--- src/rtl/ppu_pkg.sv ---
// Shared widths, vertex and payload types for the polyline perimeter unit.
`timescale 1ns / 1ps

package ppu_pkg;

    localparam int COORD_BITS = 24;
    localparam int TOTAL_BITS = 48;
    localparam int DIFF_BITS  = COORD_BITS + 1;
    localparam int ROOT_BITS  = COORD_BITS + 1;
    localparam int SQ_BITS    = 2 * ROOT_BITS;

    typedef struct packed {
        logic signed [COORD_BITS-1:0] x;
        logic signed [COORD_BITS-1:0] y;
        logic signed [COORD_BITS-1:0] z;
    } vertex_t;

    typedef struct packed {
        logic signed [COORD_BITS-1:0] x_coord;
        logic signed [COORD_BITS-1:0] y_coord;
        logic signed [COORD_BITS-1:0] z_coord;
        logic                         last_point;
    } in_req_t;

    typedef struct packed {
        logic [TOTAL_BITS-1:0] perimeter;
        logic                  saturated;
        logic                  too_few_points;
    } out_req_t;

endpackage

--- src/rtl/ppu_sqrt.sv ---
// Iterative digit-by-digit floor square root, one root bit per cycle.
`timescale 1ns / 1ps

module ppu_sqrt (
    input  logic                             clk,
    input  logic                             rst_n,
    input  logic                             start,
    input  logic [ppu_pkg::SQ_BITS-1:0]      radicand,
    output logic                             done,
    output logic [ppu_pkg::ROOT_BITS-1:0]    root
);

    localparam int R      = ppu_pkg::ROOT_BITS;
    localparam int CNT_W  = $clog2(R + 1);

    logic                    busy_reg, busy_next;
    logic                    done_reg, done_next;
    logic [CNT_W-1:0]        cnt_reg, cnt_next;
    logic [2*R-1:0]          op_reg, op_next;
    logic [R+1:0]            rem_reg, rem_next;
    logic [R-1:0]            root_reg, root_next;
    logic [R+3:0]            rem_shift;
    logic [R+3:0]            trial;
    logic [R+3:0]            rem_diff;

    // One restoring step: bring down two radicand bits and try a 1 digit.
    assign rem_shift = {rem_reg, op_reg[2*R-1:2*R-2]};
    assign trial     = {2'b00, root_reg, 2'b01};
    assign rem_diff  = rem_shift - trial;

    always_comb
    begin
        busy_next = busy_reg;
        done_next = 1'b0;
        cnt_next  = cnt_reg;
        op_next   = op_reg;
        rem_next  = rem_reg;
        root_next = root_reg;
        if (start)
        begin
            busy_next = 1'b1;
            cnt_next  = CNT_W'(R);
            op_next   = radicand;
            rem_next  = '0;
            root_next = '0;
        end
        else if (busy_reg)
        begin
            op_next  = {op_reg[2*R-3:0], 2'b00};
            cnt_next = cnt_reg - 1'b1;
            if (rem_shift >= trial)
            begin
                rem_next  = rem_diff[R+1:0];
                root_next = {root_reg[R-2:0], 1'b1};
            end
            else
            begin
                rem_next  = rem_shift[R+1:0];
                root_next = {root_reg[R-2:0], 1'b0};
            end
            if (cnt_reg == CNT_W'(1))
            begin
                busy_next = 1'b0;
                done_next = 1'b1;
            end
        end
    end

    always_ff @(posedge clk or negedge rst_n)
    begin
        if (!rst_n)
        begin
            busy_reg <= 1'b0;
            done_reg <= 1'b0;
            cnt_reg  <= '0;
        end
        else
        begin
            busy_reg <= busy_next;
            done_reg <= done_next;
            cnt_reg  <= cnt_next;
        end
    end

    always_ff @(posedge clk)
    begin
        op_reg   <= op_next;
        rem_reg  <= rem_next;
        root_reg <= root_next;
    end

    assign done = done_reg;
    assign root = root_reg;

endmodule

--- src/rtl/ppu_edge.sv ---
// Edge length unit: squares the three axis differences on one multiplier,
// sums them and takes the floor square root.
`timescale 1ns / 1ps

module ppu_edge (
    input  logic                             clk,
    input  logic                             rst_n,
    input  logic                             start,
    input  ppu_pkg::vertex_t                 vert_a,
    input  ppu_pkg::vertex_t                 vert_b,
    output logic                             done,
    output logic [ppu_pkg::ROOT_BITS-1:0]    len
);

    localparam int C     = ppu_pkg::COORD_BITS;
    localparam int D     = ppu_pkg::DIFF_BITS;
    localparam int S     = ppu_pkg::SQ_BITS;
    localparam logic [2:0] AXIS_X    = 3'd0;
    localparam logic [2:0] AXIS_Y    = 3'd1;
    localparam logic [2:0] AXIS_Z    = 3'd2;
    localparam logic [2:0] LAST_STEP = 3'd4;

    logic            sq_busy_reg, sq_busy_next;
    logic            root_start_reg, root_start_next;
    logic [2:0]      cnt_reg, cnt_next;
    logic [D-1:0]    diff_reg, diff_next;
    logic [S-1:0]    prod_reg, prod_next;
    logic [S-1:0]    sum_reg, sum_next;
    logic [C-1:0]    sel_a, sel_b;
    logic signed [D-1:0] sdiff;
    logic            axis_valid;

    always_comb
    begin
        sel_a      = vert_a.x;
        sel_b      = vert_b.x;
        axis_valid = 1'b1;
        case (cnt_reg)
            AXIS_X:
            begin
                sel_a = vert_a.x;
                sel_b = vert_b.x;
            end
            AXIS_Y:
            begin
                sel_a = vert_a.y;
                sel_b = vert_b.y;
            end
            AXIS_Z:
            begin
                sel_a = vert_a.z;
                sel_b = vert_b.z;
            end
            default:
            begin
                axis_valid = 1'b0;
            end
        endcase
    end

    assign sdiff = $signed({sel_b[C-1], sel_b}) - $signed({sel_a[C-1], sel_a});

    // Difference, square and sum form a three-stage pipe over the axes.
    always_comb
    begin
        sq_busy_next    = sq_busy_reg;
        root_start_next = 1'b0;
        cnt_next        = cnt_reg;
        diff_next       = diff_reg;
        prod_next       = prod_reg;
        sum_next        = sum_reg;
        if (start)
        begin
            sq_busy_next = 1'b1;
            cnt_next     = AXIS_X;
            diff_next    = '0;
            prod_next    = '0;
            sum_next     = '0;
        end
        else if (sq_busy_reg)
        begin
            if (!axis_valid)
                diff_next = '0;
            else if (sdiff[D-1])
                diff_next = D'(-sdiff);
            else
                diff_next = D'(sdiff);
            prod_next = S'(diff_reg * diff_reg);
            sum_next  = sum_reg + prod_reg;
            cnt_next  = cnt_reg + 3'd1;
            if (cnt_reg == LAST_STEP)
            begin
                sq_busy_next    = 1'b0;
                root_start_next = 1'b1;
            end
        end
    end

    always_ff @(posedge clk or negedge rst_n)
    begin
        if (!rst_n)
        begin
            sq_busy_reg    <= 1'b0;
            root_start_reg <= 1'b0;
            cnt_reg        <= '0;
        end
        else
        begin
            sq_busy_reg    <= sq_busy_next;
            root_start_reg <= root_start_next;
            cnt_reg        <= cnt_next;
        end
    end

    always_ff @(posedge clk)
    begin
        diff_reg <= diff_next;
        prod_reg <= prod_next;
        sum_reg  <= sum_next;
    end

    ppu_sqrt u_sqrt (
        .clk      (clk),
        .rst_n    (rst_n),
        .start    (root_start_reg),
        .radicand (sum_reg),
        .done     (done),
        .root     (len)
    );

endmodule

--- src/rtl/polyline_perimeter_unit.sv ---
// Top level of the polyline perimeter unit: path sequencer, accumulator and ports.
`timescale 1ns / 1ps

// The unit takes 3D vertices in signed fixed point, one request at a time,
// and returns one total path length for each path, on the request that
// carries last_point. Each edge is the floor square root of the summed
// squared axis differences; the three squares share one multiplier in a
// pipe of difference, square and sum registers, and the root is built one
// bit per cycle by a shift-subtract unit. A vertex that adds an edge holds
// in_ready low while its edges are computed and accumulated, so the unit
// takes no new vertex while an edge is in flight. The first vertex of a
// path starts no edge. When closed_path is set, the last vertex also
// computes the closing edge back to the first vertex, and every last
// vertex then moves its total into the output register from a done state.
// The total saturates at its all-ones maximum and then reports saturated.
// A one-vertex path reports zero with too_few_points. The result sits in
// an output register, so the next path can start while a finished result
// waits for out_ready. closed_path must be written through the cfg channel
// only while the unit is idle; the block itself does not enforce it.
module polyline_perimeter_unit (
    input  logic              clk,
    input  logic              rst_n,
    input  logic              in_valid,
    output logic              in_ready,
    input  ppu_pkg::in_req_t  in_data,
    output logic              out_valid,
    input  logic              out_ready,
    output ppu_pkg::out_req_t out_data,
    input  logic              cfg_valid,
    output logic              cfg_ready,
    input  logic              cfg_data
);

    localparam int T     = ppu_pkg::TOTAL_BITS;
    localparam int R     = ppu_pkg::ROOT_BITS;
    localparam int SUM_W = ((T > R) ? T : R) + 1;

    localparam logic [1:0] ST_IDLE  = 2'd0;
    localparam logic [1:0] ST_EDGE1 = 2'd1;
    localparam logic [1:0] ST_EDGE2 = 2'd2;
    localparam logic [1:0] ST_DONE  = 2'd3;

    logic [1:0]          state_reg, state_next;
    logic                have_first_reg, have_first_next;
    logic                last_reg, last_next;
    logic                too_few_reg, too_few_next;
    logic                sat_reg, sat_next;
    logic                closed_reg, closed_next;
    logic                edge_start_reg, edge_start_next;
    logic                out_valid_reg, out_valid_next;
    logic [T-1:0]        total_reg, total_next;
    ppu_pkg::vertex_t    first_reg, first_next;
    ppu_pkg::vertex_t    prev_reg, prev_next;
    ppu_pkg::vertex_t    cur_reg, cur_next;
    ppu_pkg::out_req_t   out_reg, out_next;
    ppu_pkg::vertex_t    in_vert;
    ppu_pkg::vertex_t    edge_a, edge_b;
    logic                edge_done;
    logic [R-1:0]        edge_len;
    logic [SUM_W-1:0]    acc_sum;
    logic                acc_ovf;
    logic [T-1:0]        acc_total;
    logic                in_take;

    assign in_vert.x = in_data.x_coord;
    assign in_vert.y = in_data.y_coord;
    assign in_vert.z = in_data.z_coord;

    assign in_ready  = (state_reg == ST_IDLE);
    assign in_take   = in_valid && in_ready;
    assign cfg_ready = 1'b1;

    // The path edge runs from previous to current vertex; the closing edge
    // runs from current back to the first vertex.
    assign edge_a = (state_reg == ST_EDGE2) ? cur_reg : prev_reg;
    assign edge_b = (state_reg == ST_EDGE2) ? first_reg : cur_reg;

    ppu_edge u_edge (
        .clk    (clk),
        .rst_n  (rst_n),
        .start  (edge_start_reg),
        .vert_a (edge_a),
        .vert_b (edge_b),
        .done   (edge_done),
        .len    (edge_len)
    );

    // Saturating accumulate: any carry past the total width clamps to all ones.
    assign acc_sum   = SUM_W'(total_reg) + SUM_W'(edge_len);
    assign acc_ovf   = (acc_sum[SUM_W-1:T] != '0);
    assign acc_total = acc_ovf ? {T{1'b1}} : acc_sum[T-1:0];

    always_comb
    begin
        state_next      = state_reg;
        have_first_next = have_first_reg;
        last_next       = last_reg;
        too_few_next    = too_few_reg;
        sat_next        = sat_reg;
        closed_next     = closed_reg;
        edge_start_next = 1'b0;
        out_valid_next  = out_valid_reg;
        total_next      = total_reg;
        first_next      = first_reg;
        prev_next       = prev_reg;
        cur_next        = cur_reg;
        out_next        = out_reg;

        if (cfg_valid && cfg_ready)
            closed_next = cfg_data;

        if (out_valid_reg && out_ready)
            out_valid_next = 1'b0;

        unique case (state_reg)
            ST_IDLE:
            begin
                if (in_take)
                begin
                    cur_next  = in_vert;
                    last_next = in_data.last_point;
                    if (!have_first_reg)
                    begin
                        first_next      = in_vert;
                        prev_next       = in_vert;
                        have_first_next = 1'b1;
                        if (in_data.last_point)
                        begin
                            too_few_next = 1'b1;
                            state_next   = ST_DONE;
                        end
                    end
                    else
                    begin
                        edge_start_next = 1'b1;
                        state_next      = ST_EDGE1;
                    end
                end
            end
            ST_EDGE1:
            begin
                if (edge_done)
                begin
                    total_next = acc_total;
                    sat_next   = sat_reg | acc_ovf;
                    prev_next  = cur_reg;
                    if (!last_reg)
                        state_next = ST_IDLE;
                    else if (closed_reg)
                    begin
                        edge_start_next = 1'b1;
                        state_next      = ST_EDGE2;
                    end
                    else
                        state_next = ST_DONE;
                end
            end
            ST_EDGE2:
            begin
                if (edge_done)
                begin
                    total_next = acc_total;
                    sat_next   = sat_reg | acc_ovf;
                    state_next = ST_DONE;
                end
            end
            ST_DONE:
            begin
                // Wait for the output register to free up, then clear the path.
                if (!out_valid_reg || out_ready)
                begin
                    out_next.perimeter      = too_few_reg ? '0 : total_reg;
                    out_next.saturated      = too_few_reg ? 1'b0 : sat_reg;
                    out_next.too_few_points = too_few_reg;
                    out_valid_next          = 1'b1;
                    total_next              = '0;
                    sat_next                = 1'b0;
                    too_few_next            = 1'b0;
                    have_first_next         = 1'b0;
                    state_next              = ST_IDLE;
                end
            end
            default:
            begin
                state_next = ST_IDLE;
            end
        endcase
    end

    always_ff @(posedge clk or negedge rst_n)
    begin
        if (!rst_n)
        begin
            state_reg      <= ST_IDLE;
            have_first_reg <= 1'b0;
            last_reg       <= 1'b0;
            too_few_reg    <= 1'b0;
            sat_reg        <= 1'b0;
            closed_reg     <= 1'b0;
            edge_start_reg <= 1'b0;
            out_valid_reg  <= 1'b0;
            total_reg      <= '0;
        end
        else
        begin
            state_reg      <= state_next;
            have_first_reg <= have_first_next;
            last_reg       <= last_next;
            too_few_reg    <= too_few_next;
            sat_reg        <= sat_next;
            closed_reg     <= closed_next;
            edge_start_reg <= edge_start_next;
            out_valid_reg  <= out_valid_next;
            total_reg      <= total_next;
        end
    end

    always_ff @(posedge clk)
    begin
        first_reg <= first_next;
        prev_reg  <= prev_next;
        cur_reg   <= cur_next;
        out_reg   <= out_next;
    end

    assign out_valid = out_valid_reg;
    assign out_data  = out_reg;

    // An edge result only arrives while the sequencer waits for one.
    assert property (@(posedge clk) disable iff (!rst_n)
        edge_done |-> (state_reg == ST_EDGE1 || state_reg == ST_EDGE2))
        else $error("edge result outside an edge state");

    // A short path reports a zero total without saturation.
    assert property (@(posedge clk) disable iff (!rst_n)
        (out_valid_reg && out_reg.too_few_points) |->
            (out_reg.perimeter == '0 && !out_reg.saturated))
        else $error("short path result carries a length");

    // A saturated total must be pinned at the maximum.
    assert property (@(posedge clk) disable iff (!rst_n)
        (out_valid_reg && out_reg.saturated) |-> (&out_reg.perimeter))
        else $error("saturated total below maximum");

    // A request that adds an edge starts the edge unit on the next cycle.
    assert property (@(posedge clk) disable iff (!rst_n)
        (in_take && have_first_reg) |=> (edge_start_reg && state_reg == ST_EDGE1))
        else $error("edge not started after request");

endmodule
--- config.mk ---
export PLATFORM = sky130hd
export DESIGN_NAME = polyline_perimeter_unit
export DESIGN_NICKNAME = d
export VERILOG_FILES = /design/src/rtl/ppu_pkg.sv /design/src/rtl/ppu_sqrt.sv /design/src/rtl/ppu_edge.sv /design/src/rtl/polyline_perimeter_unit.sv
export SDC_FILE = /design/constraint.sdc
export NUM_CORES = 2
export LEC_CHECK = 0
export ABC_AREA = 1
export BUFFER_PORTS_ARGS = -buffer_cell sky130_fd_sc_hd__buf_2
export CELL_PAD_IN_SITES_DETAIL_PLACEMENT = 1
export CELL_PAD_IN_SITES_GLOBAL_PLACEMENT = 2
export CORE_MARGIN = 2
export CORE_UTILIZATION = 42
export DETAILED_ROUTE_END_ITERATION = 6
export GPL_TIMING_DRIVEN = 0
export PLACE_DENSITY_LB_ADDON = 0.1
export SYNTH_ARGS = -nofsm -noshare
export SYNTH_HDL_FRONTEND = slang
export SYNTH_SLANG_ARGS = --single-unit
--- constraint.sdc ---
create_clock -name clk -period 18.77 [get_ports clk]
set_input_delay 0.9385 -clock clk [delete_from_list [all_inputs] [get_ports clk]]
set_output_delay 0.9385 -clock clk [all_outputs]
set_load 0.005 [all_outputs]
==> impl_metrics.xml <==
<?xml version="1.0" encoding="UTF-8"?>
<metrics>
  <group name="logic_synthesis">
    <metric name="ys.flop_type" unit="">sky130_fd_sc_hd__edfxtp_1</metric>
    <metric name="yosysTopAreaCell" unit="">sky130_fd_sc_hd__edfxtp_1</metric>
    <metric name="ys_top_cells_by_area" unit="">sky130_fd_sc_hd__edfxtp_1 (19%), sky130_fd_sc_hd__fa_1 (18%), sky130_fd_sc_hd__nand2_1 (11%)</metric>
    <metric name="synth_edf_count" unit="">316</metric>
    <metric name="postSynthRegisterBits" unit="">561</metric>
    <metric name="postSynthNetCount" unit="">7322</metric>
    <metric name="post_synth.cell_area_avg" unit="um^2">7.889</metric>
    <metric name="cell_area_after_technology_mapping" unit="mm^2">0.05090</metric>
    <metric name="synth_sequential_area_ratio" unit="">0.2896</metric>
    <metric name="cell_count_after_synthesis" unit="">6452</metric>
    <metric name="synth_async_sr_flop_share" unit="">0.1230</metric>
    <metric name="yosys.area.top_type_share" unit="">0.1864</metric>
    <metric name="yosys_warnings" unit="">0</metric>
    <metric name="netlist-cell-type-count" unit="">70</metric>
  </group>
  <group name="sta">
    <metric name="grt_setup_unrepaired" unit="">no</metric>
    <metric name="timing.clock.skew" unit="ns">0.03846</metric>
    <metric name="max_slew_headroom_at_the_worst_pin" unit="">0.2109</metric>
    <metric name="ratio_of_final_minimum_period_to_clock_period" unit="">0.4584</metric>
    <metric name="final.setup.tns" unit="ns">0</metric>
    <metric name="clock.fmax" unit="GHz">0.1162</metric>
    <metric name="final-setup-viol-count" unit="">0</metric>
    <metric name="final_period_minus_worst_setup_slack" unit="ns">8.604</metric>
    <metric name="worstMarginPinSlew" unit="ns">1.184</metric>
    <metric name="timing_max_transition_violations_final" unit="">0</metric>
    <metric name="finalHoldViolCount" unit="">0</metric>
  </group>
  <group name="clocking">
    <metric name="tritoncts" unit="">done</metric>
    <metric name="cts_repair_resize_count" unit="">0</metric>
    <metric name="clock_tree.buffer_depth" unit="">3</metric>
    <metric name="cts_setup_buffers" unit="">0</metric>
    <metric name="clkSinkCount" unit="">561</metric>
    <metric name="clock_latency_reported_for_the_late_side_of_the_worst_skew_pair" unit="ns">0.67</metric>
    <metric name="cts_made_buffers" unit="">70</metric>
    <metric name="root_buffer" unit="">sky130_fd_sc_hd__clkbuf_16</metric>
    <metric name="htreeDepth" unit="">3</metric>
    <metric name="hold_buffers" unit="">0</metric>
    <metric name="clock_pin_slew_on_the_worst_setup_and_hold_paths" unit="ns">0.06</metric>
  </group>
  <group name="grt">
    <metric name="largest_net_degree_at_the_start_of_global_routing" unit="">60</metric>
    <metric name="globalRouteMet2Util" unit="">0.4819</metric>
    <metric name="grt_antenna_before_repair" unit="">2</metric>
    <metric name="grt_busiest_layer" unit="">met2</metric>
    <metric name="globalRouteMet1Util" unit="">0.4018</metric>
    <metric name="globalRouteTotalUtil" unit="">0.2920</metric>
    <metric name="grt_first_pass_wirelength" unit="um">279400</metric>
    <metric name="globalRouteOverflowTotal" unit="">0</metric>
    <metric name="first_global_vias" unit="">47260</metric>
    <metric name="groute.layer.met3.usage" unit="">0.03167</metric>
  </group>
  <group name="min_path">
    <metric name="min_path_type" unit="">primary input to async pin</metric>
  </group>
  <group name="outcome">
    <metric name="status" unit="">finished clean</metric>
  </group>
  <group name="finish">
    <metric name="final_layout_fill_cell_count" unit="">14940</metric>
    <metric name="net_count_reported_at_finish" unit="">7531</metric>
    <metric name="drive_above_1_share" unit="">0.05255</metric>
    <metric name="flow.area_growth_from_synthesis" unit="%">9.973</metric>
    <metric name="diodes" unit="">0</metric>
  </group>
  <group name="place">
    <metric name="place.port_buffers" unit="">130</metric>
    <metric name="hpwlAfterDp" unit="um">147800</metric>
    <metric name="gpl.final_weighted_congestion" unit="">0.9234</metric>
  </group>
  <group name="worst_setup_path">
    <metric name="timing.critical_path.slowest_stage_cell" unit="">sky130_fd_sc_hd__clkbuf_1</metric>
    <metric name="cp-start-kind" unit="">register</metric>
    <metric name="worst_setup_path_end_kind" unit="">register</metric>
    <metric name="critical_path_peak_fanout" unit="">10</metric>
    <metric name="crit_arrival" unit="ns">9.13</metric>
    <metric name="critPathMaxStageDelay" unit="ns">0.82</metric>
    <metric name="cp.buffers_inverters" unit="">9</metric>
    <metric name="critPathRequiredTime" unit="ns">19.30</metric>
    <metric name="worstSetupPathType" unit="">register to register</metric>
    <metric name="cp_top_family" unit="">adder cells</metric>
  </group>
  <group name="routing">
    <metric name="drt_drc_violations_left" unit="">0</metric>
    <metric name="drt_pass1_iterations" unit="">5</metric>
    <metric name="wirelength" unit="um">180500</metric>
    <metric name="detail_route.iter0.violations" unit="">2866</metric>
    <metric name="wl_per_cell" unit="um">21.68</metric>
    <metric name="ant_nets" unit="">0</metric>
    <metric name="drt-vias-per-instance" unit="">5.290</metric>
    <metric name="via_count" unit="">44060</metric>
  </group>
  <group name="floorplanning">
    <metric name="floorplan_die_area" unit="mm^2">0.1240</metric>
    <metric name="fp.coreArea" unit="mm^2">0.1201</metric>
    <metric name="pin_count" unit="">132</metric>
    <metric name="core.rowCount" unit="">127</metric>
    <metric name="chipWidth" unit="um">352.1</metric>
    <metric name="chipHeight" unit="um">352.1</metric>
    <metric name="start_util" unit="">0.4237</metric>
  </group>
  <group name="flow_run">
    <metric name="cap_viol_max_count" unit="">0</metric>
  </group>
</metrics>
cell families after synthesis:
family                     count (synthesis)  share of synthesized area
AOI/OAI and AO/OA                       1009                     0.1170
xor gates and xnor gates                 114                    0.01962
adders and majority gates                791                     0.2635
buffers and inverters                   1628                     0.1208
DFF                                      561                     0.2896
muxes                                      1                  0.0001967
other                                      1                 0.00007367
and+or+nand+nor                         2347                     0.1892
metal layers:
layer	vias to the layer above	routed length, um
met1	22090	82720
met2	981	83760
met4	2	6007
li1	20720	-
met3	271	8045
met5	-	13
cell usage after synthesis, types with 9 or more instances:
cell type,count
sky130_fd_sc_hd__a221oi_1,46
sky130_fd_sc_hd__clkbuf_1,189
sky130_fd_sc_hd__o21ai_0,376
sky130_fd_sc_hd__xnor2_1,38
sky130_fd_sc_hd__o22ai_1,37
sky130_fd_sc_hd__fa_1,468
sky130_fd_sc_hd__o32a_1,16
sky130_fd_sc_hd__nand3_2,11
sky130_fd_sc_hd__a21boi_0,10
sky130_fd_sc_hd__a22o_1,27
sky130_fd_sc_hd__xor2_1,76
sky130_fd_sc_hd__nand3_1,190
sky130_fd_sc_hd__nor4_1,20
sky130_fd_sc_hd__o211ai_1,28
sky130_fd_sc_hd__nand4_1,48
sky130_fd_sc_hd__a21o_1,18
sky130_fd_sc_hd__buf_1,13
sky130_fd_sc_hd__a31oi_1,47
sky130_fd_sc_hd__dfxtp_1,176
sky130_fd_sc_hd__dfrtp_1,69
sky130_fd_sc_hd__o31ai_1,10
sky130_fd_sc_hd__nor3_1,41
sky130_fd_sc_hd__o21a_1,26
sky130_fd_sc_hd__o21bai_1,34
sky130_fd_sc_hd__buf_2,11
sky130_fd_sc_hd__nand2_2,30
sky130_fd_sc_hd__o21ai_1,29
sky130_fd_sc_hd__nand2_1,1453
sky130_fd_sc_hd__inv_1,1391
sky130_fd_sc_hd__a21oi_1,271
sky130_fd_sc_hd__inv_2,15
sky130_fd_sc_hd__edfxtp_1,316
sky130_fd_sc_hd__o221ai_1,9
sky130_fd_sc_hd__ha_1,323
sky130_fd_sc_hd__nor2_1,507
final cells by class:
class / instances / area, um^2 / area share
Sequential cell: 561 / 14740 / 0.2633
Timing Repair Buffer: 137 / 800.8 / 0.01431
Inverter: 1411 / 5301 / 0.09471
Tap cell: 1612 / 2017 / 0.03603
Buffer: 217 / 854.6 / 0.01527
Multi-Input combinational cell: 4263 / 30040 / 0.5366
Clock inverter: 37 / 364.1 / 0.006505
Clock buffer: 91 / 1862 / 0.03326
cell usage in the layout (no fill, tap or decap), types with 71 or more instances in the layout:
cell type,instances
sky130_fd_sc_hd__nand2_1,1453
sky130_fd_sc_hd__inv_1,1390
sky130_fd_sc_hd__nor2_1,505
sky130_fd_sc_hd__fa_1,468
sky130_fd_sc_hd__o21ai_0,376
sky130_fd_sc_hd__ha_1,323
sky130_fd_sc_hd__edfxtp_1,316
sky130_fd_sc_hd__a21oi_1,270
sky130_fd_sc_hd__clkbuf_1,207
sky130_fd_sc_hd__nand3_1,190
sky130_fd_sc_hd__dfxtp_1,176
sky130_fd_sc_hd__buf_2,140
sky130_fd_sc_hd__xor2_1,76
sky130_fd_sc_hd__clkbuf_16,71
worst reg2reg max path, cell delays in order, from the launching register on:
cell and delay, ns:
sky130_fd_sc_hd__dfxtp_1 0.55, sky130_fd_sc_hd__clkbuf_1 0.60, sky130_fd_sc_hd__clkbuf_1 0.83, sky130_fd_sc_hd__nand2_1 0.27, sky130_fd_sc_hd__fa_1 0.61, sky130_fd_sc_hd__inv_1 0.05
sky130_fd_sc_hd__fa_1 0.49, sky130_fd_sc_hd__inv_1 0.06, sky130_fd_sc_hd__fa_1 0.48, sky130_fd_sc_hd__fa_1 0.58, sky130_fd_sc_hd__inv_1 0.06, sky130_fd_sc_hd__fa_1 0.44
sky130_fd_sc_hd__fa_1 0.49, sky130_fd_sc_hd__inv_1 0.06, sky130_fd_sc_hd__fa_1 0.63, sky130_fd_sc_hd__inv_1 0.08, sky130_fd_sc_hd__ha_1 0.41, sky130_fd_sc_hd__nand2_1 0.15
sky130_fd_sc_hd__nor2_1 0.14, sky130_fd_sc_hd__inv_1 0.08, sky130_fd_sc_hd__nor4_1 0.59, sky130_fd_sc_hd__nand4_1 0.35, sky130_fd_sc_hd__nand4_1 0.21, sky130_fd_sc_hd__nand3_1 0.10
sky130_fd_sc_hd__o211ai_1 0.12, sky130_fd_sc_hd__inv_1 0.05
path summary, 6_finish.rpt:
check | from | end | slack (ns) | cells past startpoint
max | u_edge.diff_reg[18] | u_edge.prod_reg[44] | 10.17 | 25
min | rst_n | total_reg[32] | 0.25 | 1
max reg2reg | u_edge.diff_reg[18] | u_edge.prod_reg[44] | 10.17 | 25
min reg2reg | u_edge.u_sqrt.rem_reg[1] | u_edge.u_sqrt.rem_reg[1] | 0.48 | 2
max in group asynchronous | rst_n | u_edge.u_sqrt.cnt_reg[3] | 17.91 | 2
min in group clk | in_data[32] | cur_reg[31] | 0.48 | 1
per-stage QoR:
stage / utilization / std cells / hold slack [ns] / cell area, um^2 / worst slack [ns]
after floorplan: - / 6452 / 0.4231 / 50900 / 12.45
after global placement: 0.4459 / 8194 / 0.4536 / 53570 / 10.37
after detailed placement: 0.4474 / 8201 / 0.4701 / 53750 / 10.36
after CTS: 0.4660 / 8329 / 0.2221 / 55980 / 10.31
after global routing: 0.4660 / 8329 / 0.2793 / 55980 / 9.914
final: 0.4660 / 8329 / 0.2465 / 55980 / 10.17
Power is left out: the tool's default activity adds up to more than one toggle a clock period on the data nets, which glitch-free logic cannot reach.
